### config.mk
export PLATFORM = sky130hd
export DESIGN_NAME = snapshot_container_parser_flat
export DESIGN_NICKNAME = d
export VERILOG_FILES = /design/src/design/scp_pkg.sv /design/src/design/scp_channel_if.sv /design/src/design/scp_parse.sv /design/src/design/scp_queue.sv /design/src/design/snapshot_container_parser.sv /design/src/flat_wrapper.sv
export SDC_FILE = /design/constraint.sdc
export NUM_CORES = 2
export LEC_CHECK = 0
export BUFFER_PORTS_ARGS = -buffer_cell sky130_fd_sc_hd__clkbuf_2
export CORE_ASPECT_RATIO = 0.5
export CORE_MARGIN = 4
export CORE_UTILIZATION = 55
export CTS_BUF_LIST = sky130_fd_sc_hd__clkbuf_4 sky130_fd_sc_hd__clkbuf_8 sky130_fd_sc_hd__clkbuf_16
export DETAILED_ROUTE_END_ITERATION = 7
export PLACE_DENSITY = 0.76
export RECOVER_POWER = 100
export SETUP_SLACK_MARGIN = 0.15
export SLEW_MARGIN = 20
export SYNTH_ARGS = -nofsm -noshare
export SYNTH_HDL_FRONTEND = slang
export SYNTH_SLANG_ARGS = --single-unit
export TNS_END_PERCENT = 5
### constraint.sdc
create_clock -name clock -period 13.8 [get_ports clock]
set_input_delay 3.45 -clock clock [delete_from_list [all_inputs] [get_ports clock]]
set_output_delay 3.45 -clock clock [all_outputs]
set_load 0.01 [all_outputs]
### src/design/scp_pkg.sv
`timescale 1ns / 1ps

package scp_pkg;

   localparam int unsigned HEADER_BYTES = 48;
   localparam int unsigned FOOTER_BYTES = 4;

   localparam logic [31:0] SNAP_MAGIC   = 32'h4D54_5854;
   localparam logic [31:0] SNAP_VERSION = 32'd1;
   localparam logic [31:0] FOOTER_XOR   = 32'h5A5A_5A5A;

   // header offsets of the last byte of each little-endian field
   localparam logic [5:0] OFF_MAGIC     = 6'd3;
   localparam logic [5:0] OFF_VERSION   = 6'd7;
   localparam logic [5:0] OFF_SEQ       = 6'd11;
   localparam logic [5:0] OFF_FRAME     = 6'd15;
   localparam logic [5:0] OFF_SCENE     = 6'd19;
   localparam logic [5:0] OFF_LENGTH    = 6'd23;
   localparam logic [5:0] OFF_LAYOUT_LO = 6'd27;
   localparam logic [5:0] OFF_LAYOUT_HI = 6'd31;
   localparam logic [5:0] OFF_OBJECTS   = 6'd39;

   localparam logic KIND_PAYLOAD = 1'b0;
   localparam logic KIND_VERDICT = 1'b1;

   typedef enum logic [2:0] {
      ST_OK        = 3'd0,
      ST_SHORT     = 3'd1,
      ST_MAGIC     = 3'd2,
      ST_VERSION   = 3'd3,
      ST_TOO_LARGE = 3'd4,
      ST_TRUNCATED = 3'd5,
      ST_FOOTER    = 3'd6
   } status_type;

   typedef struct packed {
      logic               kind;
      logic [7:0]         payload_byte;
      status_type         status;
      logic [31:0]        sequence_number;
      logic [31:0]        frame_number;
      logic signed [31:0] scene_id;
      logic [63:0]        layout_word;
      logic signed [31:0] object_total;
      logic [16:0]        state_length;
      logic               last_of_run;
   } result_type;

   // up to two results per input word, in order: first, then second
   typedef struct packed {
      logic [1:0] num;
      result_type first;
      result_type second;
   } push_type;

endpackage

### src/design/scp_channel_if.sv
`timescale 1ns / 1ps

interface scp_req_if;
   logic       valid;
   logic       ready;
   logic [7:0] data_byte;
   logic       end_of_file;

   modport source (output valid, output data_byte, output end_of_file, input ready);
   modport sink (input valid, input data_byte, input end_of_file, output ready);
endinterface

interface scp_rsp_if;
   logic               valid;
   logic               ready;
   logic               kind;
   logic [7:0]         payload_byte;
   logic [2:0]         status;
   logic [31:0]        sequence_number;
   logic [31:0]        frame_number;
   logic signed [31:0] scene_id;
   logic [63:0]        layout_word;
   logic signed [31:0] object_total;
   logic [16:0]        state_length;
   logic               last_of_run;

   modport source (
      output valid, output kind, output payload_byte, output status,
      output sequence_number, output frame_number, output scene_id,
      output layout_word, output object_total, output state_length,
      output last_of_run, input ready
   );
   modport sink (
      input valid, input kind, input payload_byte, input status,
      input sequence_number, input frame_number, input scene_id,
      input layout_word, input object_total, input state_length,
      input last_of_run, output ready
   );
endinterface

### src/design/scp_parse.sv
`timescale 1ns / 1ps

module scp_parse import scp_pkg::*; #(
   parameter int unsigned MAX_STATE_BYTES = 65536
) (
   input  logic       clock,
   input  logic       reset,
   input  logic       step,
   input  logic [7:0] data_byte,
   input  logic       end_of_file,
   output push_type   push
);

   localparam logic [32:0] MAX_LEN = 33'(MAX_STATE_BYTES);

   logic [31:0] pos_ff, pos_in, pos_upd;
   logic [31:0] seq_ff, seq_in, seq_upd;
   logic [31:0] frame_ff, frame_in, frame_upd;
   logic [31:0] scene_ff, scene_in, scene_upd;
   logic [31:0] len_ff, len_in, len_upd;
   logic [63:0] layout_ff, layout_in, layout_upd;
   logic [31:0] objects_ff, objects_in, objects_upd;
   logic [31:0] shift_ff, shift_in, shift_upd;
   status_type  error_ff, error_in, error_upd, note, status;
   logic [32:0] pay_end;
   logic        emit_payload;
   result_type  payload_res, verdict_res;

   always_comb begin
      shift_upd   = {data_byte, shift_ff[31:8]};
      pay_end     = 33'(HEADER_BYTES) + {1'b0, len_ff};
      seq_upd     = seq_ff;
      frame_upd   = frame_ff;
      scene_upd   = scene_ff;
      len_upd     = len_ff;
      layout_upd  = layout_ff;
      objects_upd = objects_ff;
      note        = ST_OK;
      emit_payload = 1'b0;

      if (pos_ff < 32'(HEADER_BYTES)) begin
         unique case (pos_ff[5:0])
            OFF_MAGIC:     if (shift_upd != SNAP_MAGIC) note = ST_MAGIC;
            OFF_VERSION:   if (shift_upd != SNAP_VERSION) note = ST_VERSION;
            OFF_SEQ:       seq_upd = shift_upd;
            OFF_FRAME:     frame_upd = shift_upd;
            OFF_SCENE:     scene_upd = shift_upd;
            OFF_LENGTH: begin
               len_upd = shift_upd;
               if ({1'b0, shift_upd} > MAX_LEN) note = ST_TOO_LARGE;
            end
            OFF_LAYOUT_LO: layout_upd[31:0] = shift_upd;
            OFF_LAYOUT_HI: layout_upd[63:32] = shift_upd;
            OFF_OBJECTS:   objects_upd = shift_upd;
            default:       ;
         endcase
      end else if ({1'b0, pos_ff} < pay_end) begin
         emit_payload = (error_ff == ST_OK);
      end else if ({1'b0, pos_ff} == pay_end + 33'(FOOTER_BYTES - 1)) begin
         if (error_ff == ST_OK && shift_upd != (seq_ff ^ FOOTER_XOR)) note = ST_FOOTER;
      end

      error_upd = (error_ff == ST_OK) ? note : error_ff;
      pos_upd   = (pos_ff == 32'hFFFF_FFFF) ? pos_ff : pos_ff + 32'd1;

      priority if (pos_upd < 32'(HEADER_BYTES + FOOTER_BYTES)) begin
         status = ST_SHORT;
      end else if (error_upd != ST_OK) begin
         status = error_upd;
      end else if ({1'b0, pos_upd} < pay_end + 33'(FOOTER_BYTES)) begin
         status = ST_TRUNCATED;
      end else begin
         status = ST_OK;
      end

      payload_res              = '0;
      payload_res.kind         = KIND_PAYLOAD;
      payload_res.payload_byte = data_byte;
      payload_res.last_of_run  = ~end_of_file;

      verdict_res                 = '0;
      verdict_res.kind            = KIND_VERDICT;
      verdict_res.status          = status;
      verdict_res.sequence_number = seq_upd;
      verdict_res.frame_number    = frame_upd;
      verdict_res.scene_id        = scene_upd;
      verdict_res.layout_word     = layout_upd;
      verdict_res.object_total    = objects_upd;
      verdict_res.state_length    = len_upd[16:0];
      verdict_res.last_of_run     = 1'b1;

      push.num    = 2'd0;
      push.first  = emit_payload ? payload_res : verdict_res;
      push.second = verdict_res;
      if (step) push.num = 2'(emit_payload) + 2'(end_of_file);

      // the verdict closes the file; start over from the reset state
      if (end_of_file) begin
         pos_in     = '0;
         seq_in     = '0;
         frame_in   = '0;
         scene_in   = '0;
         len_in     = '0;
         layout_in  = '0;
         objects_in = '0;
         shift_in   = '0;
         error_in   = ST_OK;
      end else begin
         pos_in     = pos_upd;
         seq_in     = seq_upd;
         frame_in   = frame_upd;
         scene_in   = scene_upd;
         len_in     = len_upd;
         layout_in  = layout_upd;
         objects_in = objects_upd;
         shift_in   = shift_upd;
         error_in   = error_upd;
      end
   end

   always_ff @(posedge clock) begin
      if (reset) begin
         pos_ff     <= '0;
         seq_ff     <= '0;
         frame_ff   <= '0;
         scene_ff   <= '0;
         len_ff     <= '0;
         layout_ff  <= '0;
         objects_ff <= '0;
         shift_ff   <= '0;
         error_ff   <= ST_OK;
      end else if (step) begin
         pos_ff     <= pos_in;
         seq_ff     <= seq_in;
         frame_ff   <= frame_in;
         scene_ff   <= scene_in;
         len_ff     <= len_in;
         layout_ff  <= layout_in;
         objects_ff <= objects_in;
         shift_ff   <= shift_in;
         error_ff   <= error_in;
      end
   end

   a_eof_restarts: assert property (@(posedge clock) disable iff (reset)
      (step && end_of_file) |=> (pos_ff == '0 && error_ff == ST_OK))
      else $error("parser state not cleared after end of file");

   a_pair_order: assert property (@(posedge clock) disable iff (reset)
      (push.num == 2'd2) |-> (push.first.kind == KIND_PAYLOAD &&
                              push.second.kind == KIND_VERDICT))
      else $error("two results must be payload then verdict");

   a_error_sticky: assert property (@(posedge clock) disable iff (reset)
      (step && !end_of_file && error_ff != ST_OK) |=> $stable(error_ff))
      else $error("first error overwritten");

endmodule

### src/design/scp_queue.sv
`timescale 1ns / 1ps

module scp_queue import scp_pkg::*; (
   input  logic       clock,
   input  logic       reset,
   input  push_type   push,
   output logic       space_ok,
   output logic       head_valid,
   input  logic       head_ready,
   output result_type head
);

   localparam int unsigned DEPTH  = 4;
   localparam int unsigned PTR_W  = $clog2(DEPTH);
   localparam int unsigned CNT_W  = $clog2(DEPTH + 1);

   result_type           entry_ff [DEPTH];
   logic [PTR_W-1:0]     wr_ptr_ff, wr_ptr_in, wr_next;
   logic [PTR_W-1:0]     rd_ptr_ff, rd_ptr_in;
   logic [CNT_W-1:0]     count_ff, count_in;
   logic                 pop;

   always_comb begin
      head_valid = (count_ff != '0);
      head       = entry_ff[rd_ptr_ff];
      pop        = head_valid && head_ready;
      // room for a full pair of results, whatever leaves this cycle
      space_ok   = (count_ff <= CNT_W'(DEPTH - 2));
      wr_next    = wr_ptr_ff + PTR_W'(1);
      wr_ptr_in  = wr_ptr_ff + PTR_W'(push.num);
      rd_ptr_in  = rd_ptr_ff + PTR_W'(pop);
      count_in   = count_ff + CNT_W'(push.num) - CNT_W'(pop);
   end

   always_ff @(posedge clock) begin
      if (reset) begin
         wr_ptr_ff <= '0;
         rd_ptr_ff <= '0;
         count_ff  <= '0;
      end else begin
         wr_ptr_ff <= wr_ptr_in;
         rd_ptr_ff <= rd_ptr_in;
         count_ff  <= count_in;
      end
   end

   always_ff @(posedge clock) begin
      if (push.num != 2'd0) entry_ff[wr_ptr_ff] <= push.first;
      if (push.num == 2'd2) entry_ff[wr_next] <= push.second;
   end

   a_no_overflow: assert property (@(posedge clock) disable iff (reset)
      count_ff <= CNT_W'(DEPTH))
      else $error("result queue overflow");

   a_push_has_room: assert property (@(posedge clock) disable iff (reset)
      (push.num != 2'd0) |-> space_ok)
      else $error("push into a queue without room");

   a_head_held: assert property (@(posedge clock) disable iff (reset)
      (head_valid && !head_ready) |=> (head_valid && $stable(head)))
      else $error("waiting result word changed");

endmodule

### src/design/snapshot_container_parser.sv
`timescale 1ns / 1ps

// Snapshot container parser. Takes a snapshot file one byte word per cycle on
// req_chan, checks the 48-byte header and the 4-byte footer, passes payload
// bytes to rsp_chan as kind 0 words and ends each file with one kind 1
// verdict word; payload words must be discarded unless the verdict is ok.
// Rate: one input byte per clock while the output queue has room for two
// words. A byte is registered, then parsed once the queue has room, and its
// results enter a four-word output queue that drives rsp_chan. The final byte of
// a file that is also a payload byte gives two words; the queue drains one word
// per cycle while rsp_chan.ready is high, which sets the output rate, and the
// input stalls whenever the queue holds more than two words, which happens when
// the consumer holds rsp_chan.ready low.

module snapshot_container_parser import scp_pkg::*; #(
   parameter int unsigned MAX_STATE_BYTES = 65536
) (
   input  logic       clock,
   input  logic       reset,
   scp_req_if.sink    req_chan,
   scp_rsp_if.source  rsp_chan
);

   logic       in_valid_ff, in_valid_in;
   logic [7:0] in_byte_ff;
   logic       in_eof_ff;
   logic       space_ok;
   logic       step;
   logic       req_take;
   push_type   push;
   result_type head;

   assign step           = in_valid_ff && space_ok;
   assign req_chan.ready = !in_valid_ff || space_ok;
   assign req_take       = req_chan.valid && req_chan.ready;

   always_comb begin
      in_valid_in = in_valid_ff;
      if (req_take) in_valid_in = 1'b1;
      else if (step) in_valid_in = 1'b0;
   end

   always_ff @(posedge clock) begin
      if (reset) begin
         in_valid_ff <= 1'b0;
      end else begin
         in_valid_ff <= in_valid_in;
      end
   end

   always_ff @(posedge clock) begin
      if (req_take) begin
         in_byte_ff <= req_chan.data_byte;
         in_eof_ff  <= req_chan.end_of_file;
      end
   end

   scp_parse #(
      .MAX_STATE_BYTES (MAX_STATE_BYTES)
   ) u_parse (
      .clock       (clock),
      .reset       (reset),
      .step        (step),
      .data_byte   (in_byte_ff),
      .end_of_file (in_eof_ff),
      .push        (push)
   );

   scp_queue u_queue (
      .clock      (clock),
      .reset      (reset),
      .push       (push),
      .space_ok   (space_ok),
      .head_valid (rsp_chan.valid),
      .head_ready (rsp_chan.ready),
      .head       (head)
   );

   assign rsp_chan.kind            = head.kind;
   assign rsp_chan.payload_byte    = head.payload_byte;
   assign rsp_chan.status          = 3'(head.status);
   assign rsp_chan.sequence_number = head.sequence_number;
   assign rsp_chan.frame_number    = head.frame_number;
   assign rsp_chan.scene_id        = head.scene_id;
   assign rsp_chan.layout_word     = head.layout_word;
   assign rsp_chan.object_total    = head.object_total;
   assign rsp_chan.state_length    = head.state_length;
   assign rsp_chan.last_of_run     = head.last_of_run;

endmodule

### src/flat_wrapper.sv
// flat-port wrapper written by rule: the top's interface ports become plain ports
module snapshot_container_parser_flat import scp_pkg::*;
#(
   parameter int unsigned MAX_STATE_BYTES = 65536
)
  (clock, reset, req_chan_valid, req_chan_data_byte, req_chan_end_of_file, req_chan_ready, rsp_chan_valid, rsp_chan_kind, rsp_chan_payload_byte, rsp_chan_status, rsp_chan_sequence_number, rsp_chan_frame_number, rsp_chan_scene_id, rsp_chan_layout_word, rsp_chan_object_total, rsp_chan_state_length, rsp_chan_last_of_run, rsp_chan_ready);
  scp_req_if req_chan_i ();
  scp_rsp_if rsp_chan_i ();
  input  logic clock;
  input  logic reset;
  input wire logic [$bits(req_chan_i.valid)-1:0] req_chan_valid;
  input wire logic [$bits(req_chan_i.data_byte)-1:0] req_chan_data_byte;
  input wire logic [$bits(req_chan_i.end_of_file)-1:0] req_chan_end_of_file;
  output wire logic [$bits(req_chan_i.ready)-1:0] req_chan_ready;
  output wire logic [$bits(rsp_chan_i.valid)-1:0] rsp_chan_valid;
  output wire logic [$bits(rsp_chan_i.kind)-1:0] rsp_chan_kind;
  output wire logic [$bits(rsp_chan_i.payload_byte)-1:0] rsp_chan_payload_byte;
  output wire logic [$bits(rsp_chan_i.status)-1:0] rsp_chan_status;
  output wire logic [$bits(rsp_chan_i.sequence_number)-1:0] rsp_chan_sequence_number;
  output wire logic [$bits(rsp_chan_i.frame_number)-1:0] rsp_chan_frame_number;
  output wire logic [$bits(rsp_chan_i.scene_id)-1:0] rsp_chan_scene_id;
  output wire logic [$bits(rsp_chan_i.layout_word)-1:0] rsp_chan_layout_word;
  output wire logic [$bits(rsp_chan_i.object_total)-1:0] rsp_chan_object_total;
  output wire logic [$bits(rsp_chan_i.state_length)-1:0] rsp_chan_state_length;
  output wire logic [$bits(rsp_chan_i.last_of_run)-1:0] rsp_chan_last_of_run;
  input wire logic [$bits(rsp_chan_i.ready)-1:0] rsp_chan_ready;
  assign req_chan_i.valid = req_chan_valid;
  assign req_chan_i.data_byte = req_chan_data_byte;
  assign req_chan_i.end_of_file = req_chan_end_of_file;
  assign req_chan_ready = req_chan_i.ready;
  assign rsp_chan_valid = rsp_chan_i.valid;
  assign rsp_chan_kind = rsp_chan_i.kind;
  assign rsp_chan_payload_byte = rsp_chan_i.payload_byte;
  assign rsp_chan_status = rsp_chan_i.status;
  assign rsp_chan_sequence_number = rsp_chan_i.sequence_number;
  assign rsp_chan_frame_number = rsp_chan_i.frame_number;
  assign rsp_chan_scene_id = rsp_chan_i.scene_id;
  assign rsp_chan_layout_word = rsp_chan_i.layout_word;
  assign rsp_chan_object_total = rsp_chan_i.object_total;
  assign rsp_chan_state_length = rsp_chan_i.state_length;
  assign rsp_chan_last_of_run = rsp_chan_i.last_of_run;
  assign rsp_chan_i.ready = rsp_chan_ready;
  snapshot_container_parser #(.MAX_STATE_BYTES(MAX_STATE_BYTES)) u_core (.clock(clock), .reset(reset), .req_chan(req_chan_i), .rsp_chan(rsp_chan_i));
endmodule
### After elaboration in Yosys (flattened, before gate mapping)

Memories as Yosys holds them, arrays and structs flattened. A register that Yosys moved wholly into a read port is not among the register bits.
Cells that the tools add are included.
Widths: inputs -> output; s select.

* add/sub/neg operators: 10
* shift operators: 0
* reduce and logical (&&, ||, !) cells: 14
* divide/modulo/power cells: 0
* bitwise operators: 2
* multiply operators: 0
* equal/unequal tests: 15
* order comparisons: 6
* multiplexer cells: 46

Operators with widths (count)
* $mux 32: 20
* $mux 222: 1
* $mux 64: 2
* $lt 32x33->1: 2
* $lt 32x6->1 const B: 2
* $add 33x2->33 const B: 1
* $add 33x3->33 const B: 1
* $add 6x32->33 const A: 1
* $eq 32x33->1: 1
* $add 32x1->32 const B: 1
* $eq 32x32->1 const B: 1
* $gt 32x17->1 const B: 1
* $ne 32x1->1 const B: 1
* $ne 32x31->1 const B: 1
* $ne 32x32->1: 1
* $mux 3: 10
* $eq 6x5->1 const B: 4
* $not 16->16: 1
* $eq 6x4->1 const B: 2
* $pmux 3 s3: 1
* $mux 1: 8
* $mux 2: 4
* $reduce_bool 2->1: 4
* $eq 6x2->1 const B: 1
* other kinds (17): 21

* flip-flop bits (word level): 308
* RAM bits: 888
* latch bits: 0
* bits of input ports: 13
* word-level logic and storage cells: 110
* memories: 1
* output and inout port bits: 224
* bits in read-only memories: 0

Memories
* u_core.u_queue.entry_ff: words 4, width 222, read ports 1, clocked after memory_dff 1, wr ports 2, line scp_queue.sv:17 `result_type entry_ff [DEPTH];`

### Depth between registers and ports, before layout

* depth after elaboration: 12
* depth in mapped cells: 27
* gate-level depth less buffers: 24

### Cells and area by module

Synthesis repeated with hierarchy kept, for this count alone.

* cells, all modules: 4616
* area total of the unflattened synthesis: 62753.9 sq um

Modules (own cells, without submodules)
* scp_queue: seq. area each 26805.7 sq um, instances 1, area each 42936.2 sq um, cells an instance 2193
* scp_parse: seq. area each 5665.4 sq um, instances 1, area each 19484.9 sq um, cells an instance 2408
* snapshot_container_parser: seq. area each 290.3 sq um, instances 1, area each 332.8 sq um, cells an instance 15

### Least setup slack after synthesis

No wires, ideal clock.

* path type: flip-flop to flip-flop
* start: reg u_core.u_parse.len_ff[4]
* end: mem u_core.u_queue.entry_ff[3][18] (netlist name), data pin
* arrival time: 9518 ps
* buffers on the path: 5
* setup time: 142 ps
* required time: 13658 ps
* period minus slack after synthesis: 9660 ps
* setup slack: 4140 ps
* stages on the path, launching flop included: 27
* cells stage by stage: dfxtp_1 -> buf_6 -> inv_1 -> ha_1 -> and4b_1 -> buf_2 -> nand4_1 -> xor2_1 -> ha_1 -> a21o_1 -> a21o_1 -> a21o_1 -> a221oi_1 -> o21a_1 -> a21oi_1 -> nor2_1 -> ha_1 -> clkbuf_1 -> o21ai_0 -> nand2_1 -> inv_1 -> nand2_1 -> inv_1 -> o31ai_1 -> clkbuf_1 -> clkbuf_1 -> nor2_1

RTL lines
* start: declaration: line scp_parse.sv:20 `logic [31:0] len_ff, len_in, len_upd;`
* start signal: assignment: line scp_parse.sv:137 `len_ff <= len_in;`
* end: declaration: line scp_queue.sv:17

==> impl_results.md <==
* Row cnt at 81
* Initial Util at 55.7%
* Hold buffers post-CTS at 0
* Clock Latency Late Sink at 0.74 ns
* First-pass GRT wire length at 242 mm
* Routability cong. at 0.980
* Routed WL per cell at 27.8 um
* Layout net count at 4,620
* Critical Path AT at 11.04 ns
* Pleak at 18.4 nW
* Final hold viol count at 0
* Share of cells above drive strength 1 at 12.3%
* Main flop type after synthesis: edfxtp_1
* Final setup fails at 0
* Final Critical Period at 10.78 ns
* Multi-input gate area at 20,600 um^2
* Core area at 98,000 um^2
* Hold slack at 0.471 ns
* CTS buffer count at 102
* Reg area at 32,400 um^2
* Design area at 59,900 um^2
* Residual DRC count at 0
* Clock transition at path regs at 0.07 ns
* PortBufs at 236
* DR vias at 39.1k
* Synthesis-to-finish area growth at 9.86%
* Post-Syn Area at 54,600 um^2
* Crit-path cells: inv_1, ha_1, and4b_1, nand4_1, xor2_1, ha_1, a21o_1, a21o_1, a21o_1, a221oi_1, o21a_1, a21oi_1, clkbuf_1, nor2_1, ha_1, nand2_1, o21ai_0, nand2_1, inv_1, nand2_1, inv_8, o31ai_1, clkbuf_2, nor2_1
* Total routed wirelength at 165 mm
* Antenna Nets Post-Route at 0
* Via/cell ratio at 6.57
* Register area share after synthesis at 59.3%
* Clk buf depth at 3
* Most common cell after layout, fill and taps aside: nor2_1
* Sink Count at 1,188
* Worst Tran Pin Value at 5.94 ns
* RSZ-0062 raised after global routing: false
* Max-Cap Viols at 16
* Worst path max stage delay at 3.39 ns
* Post-cts resize count at 0
* Hold Path Class: flop to flop
* Placed Cells at 5,756
* H-tree Lvls at 3
* Synth Register Bits at 1,188
* Grt total ovfl at 0
* GR Util All Layers at 30.9%
* Worst Setup Start Kind: flop
* Die width at 453 um
* Slowest CP cell: clkbuf_2
* Avg Inst Size Synth at 12.2 um^2
* Initial antenna violation count at 6
* Synth async-reset ratio at 0%
* Slew Limit Headroom at -296%
* Yosys cell types at 92
* Post-route insts no fill at 5,950
* Peak VDD IR at 0.165 mV
* Placed inst area at 56,900 um^2
* Root buffer cell: clkbuf_16
* Die height at 231 um
* Post-CTS Setup Bufs at 0
* Kind of critical path: flop to flop
* TritonCTS clock tree: done
* Fill count at 7,466
* Fmax at 0.0928 GHz
* Pins Over Slew Limit at 997
* Largest net degree at the start of global routing at 185
* Total Die Area at 105,000 um^2
* Cell Pwr Density at 138 nW/um^2
* CP Data Required Time at 14.06 ns
* Status: complete, but fails checks
* Top delay family on crit path: buffers and inverters
* Commonest non-fill, non-tap cells in the layout: nor2_1, edfxtp_1, dfxtp_1
* Vias in the first global route at 37.3k
* CP bufs+invs at 5
* Syn_nets at 4,571
* Post-synthesis instance total at 4,483
* Fin Clk Skew at 0.0500 ns
* Initial DRC Count at 5,996
* Worst setup EP type: flop
* Final period util at 78.1%
* Critical path fanouts, max at 184
* Ports at 237
* Hpwl dp at 98.9 mm
* Failing checks: max-capacitance violations, max-slew violations
* Yosys warns at 0
* EDFF count, synth at 857
* Setup TNS at 0 ns
* DRT Pass-1 Iters at 7
cell type report:
type | count | share of cell area [%]
Inverter | 33 | 0.257
Multi-Input combinational cell | 2867 | 34.4
Timing Repair Buffer | 340 | 2.83
Antenna cell | 1 | 0.00418
Tap cell | 1328 | 2.77
Clock buffer | 139 | 4.81
Sequential cell | 1188 | 54.0
Clock inverter | 54 | 0.894
worst register-to-register path, cell delays in order, from the launching register on:
cell      delay [ns]
dfxtp_1         0.71
inv_1           0.14
ha_1            0.41
and4b_1         0.56
nand4_1         0.17
xor2_1          0.49
ha_1            0.35
a21o_1          0.15
a21o_1          0.16
a21o_1          0.19
a221oi_1        0.28
o21a_1          0.16
a21oi_1         0.06
clkbuf_1        0.22
nor2_1          0.26
ha_1            0.38
nand2_1         0.09
o21ai_0         0.07
nand2_1         0.08
inv_1           0.06
nand2_1         0.46
inv_8           0.45
o31ai_1         0.25
clkbuf_2        3.39
nor2_1          0.76
routing by layer:
metal / vias to the layer above / track usage [%] / routed length, um
li1: 16500 / - / -
met1: 19500 / 42.5 / 61700
met2: 2631 / 46.8 / 74200
met3: 470 / 8.88 / 21500
met4: 12 / 12.2 / 7780
met5: - / 0.138 / 82
cells by family after synthesis:
logic type	count (synthesis)	synth area share, %
buf+inv	428	3.08
simple gates	1644	13.0
xor+xnor	176	2.83
compound gates	536	6.96
flops	1188	59.3
fa+ha+maj	75	1.73
mux	436	13.1
Yosys cell counts, types with 12 or more instances:
master	n	share of area [%]
a21oi_1	78	0.72
inv_1	33	0.23
mux2i_1	213	3.9
nand3_1	40	0.37
nor2_1	1173	8.1
nor2b_1	42	0.48
buf_1	48	0.33
o31ai_1	15	0.21
o21ai_0	55	0.50
clkbuf_1	327	2.2
xor2_1	68	1.1
or3_1	23	0.26
xnor2_1	108	1.7
edfxtp_1	857	47
ha_1	74	1.7
a21o_1	12	0.17
a22oi_1	249	3.4
a22o_1	36	0.58
dfxtp_1	331	12
nand2_1	141	0.97
nand4_1	40	0.46
and3_1	14	0.16
nor4_1	38	0.44
o21ai_1	13	0.12
mux4_2	222	9.2
nor3_1	49	0.45
power by group:
group	total [W]	internal [W]	leakage, nW	switching [W]
clock network	0.00296	0.00160	1.70	0.00136
registers	0.00394	0.00388	10.3	0.0000621
logic	0.00136	0.000546	6.42	0.000814
total	0.00826	0.00602	18.4	0.00224
path summary, 6_finish.rpt:
check | from | to | slack [ns] | depth (start not counted)
max | u_core.u_parse.len_ff[4]$_SDFFE_PP0P_ | u_core.u_queue.entry_ff[1][131]$_DFFE_PP_ | 3.02 | 24
min | u_core.u_queue.entry_ff[2][221]$_SDFFE_PP1P_ | u_core.u_queue.entry_ff[2][221]$_SDFFE_PP1P_ | 0.47 | 2
max reg2reg | u_core.u_parse.len_ff[4]$_SDFFE_PP0P_ | u_core.u_queue.entry_ff[1][131]$_DFFE_PP_ | 3.02 | 24
min reg2reg | u_core.u_queue.entry_ff[2][221]$_SDFFE_PP1P_ | u_core.u_queue.entry_ff[2][221]$_SDFFE_PP1P_ | 0.47 | 2
sequential cells by signal (all words and copies together) (netlist names):
register                   flops
u_core.u_queue.wr_ptr_ff       2
u_core.in_valid_ff             1
u_core.in_byte_ff              8
u_core.u_parse.objects_ff     32
u_core.u_queue.entry_ff      888
u_core.u_parse.len_ff         32
u_core.u_parse.shift_ff       24
u_core.u_parse.error_ff        3
u_core.u_parse.pos_ff         32
u_core.u_queue.rd_ptr_ff       2
u_core.in_eof_ff               1
u_core.u_parse.layout_ff      64
u_core.u_parse.frame_ff       32
u_core.u_parse.scene_ff       32
u_core.u_parse.seq_ff         32
u_core.u_queue.count_ff        3
stage by stage:
step / util [%] / power, W / worst slack [ns]
global route: 61.2 / 0.00850 / 2.63
finish: 61.2 / 0.00826 / 3.02
detailed placement: 58.1 / 0.00543 / 5.69
floorplan: - / 0.00488 / 4.14
global placement: 58.1 / 0.00542 / 5.74
CTS: 61.6 / 0.00832 / 5.65
Power figures use the tool's default switching activity.
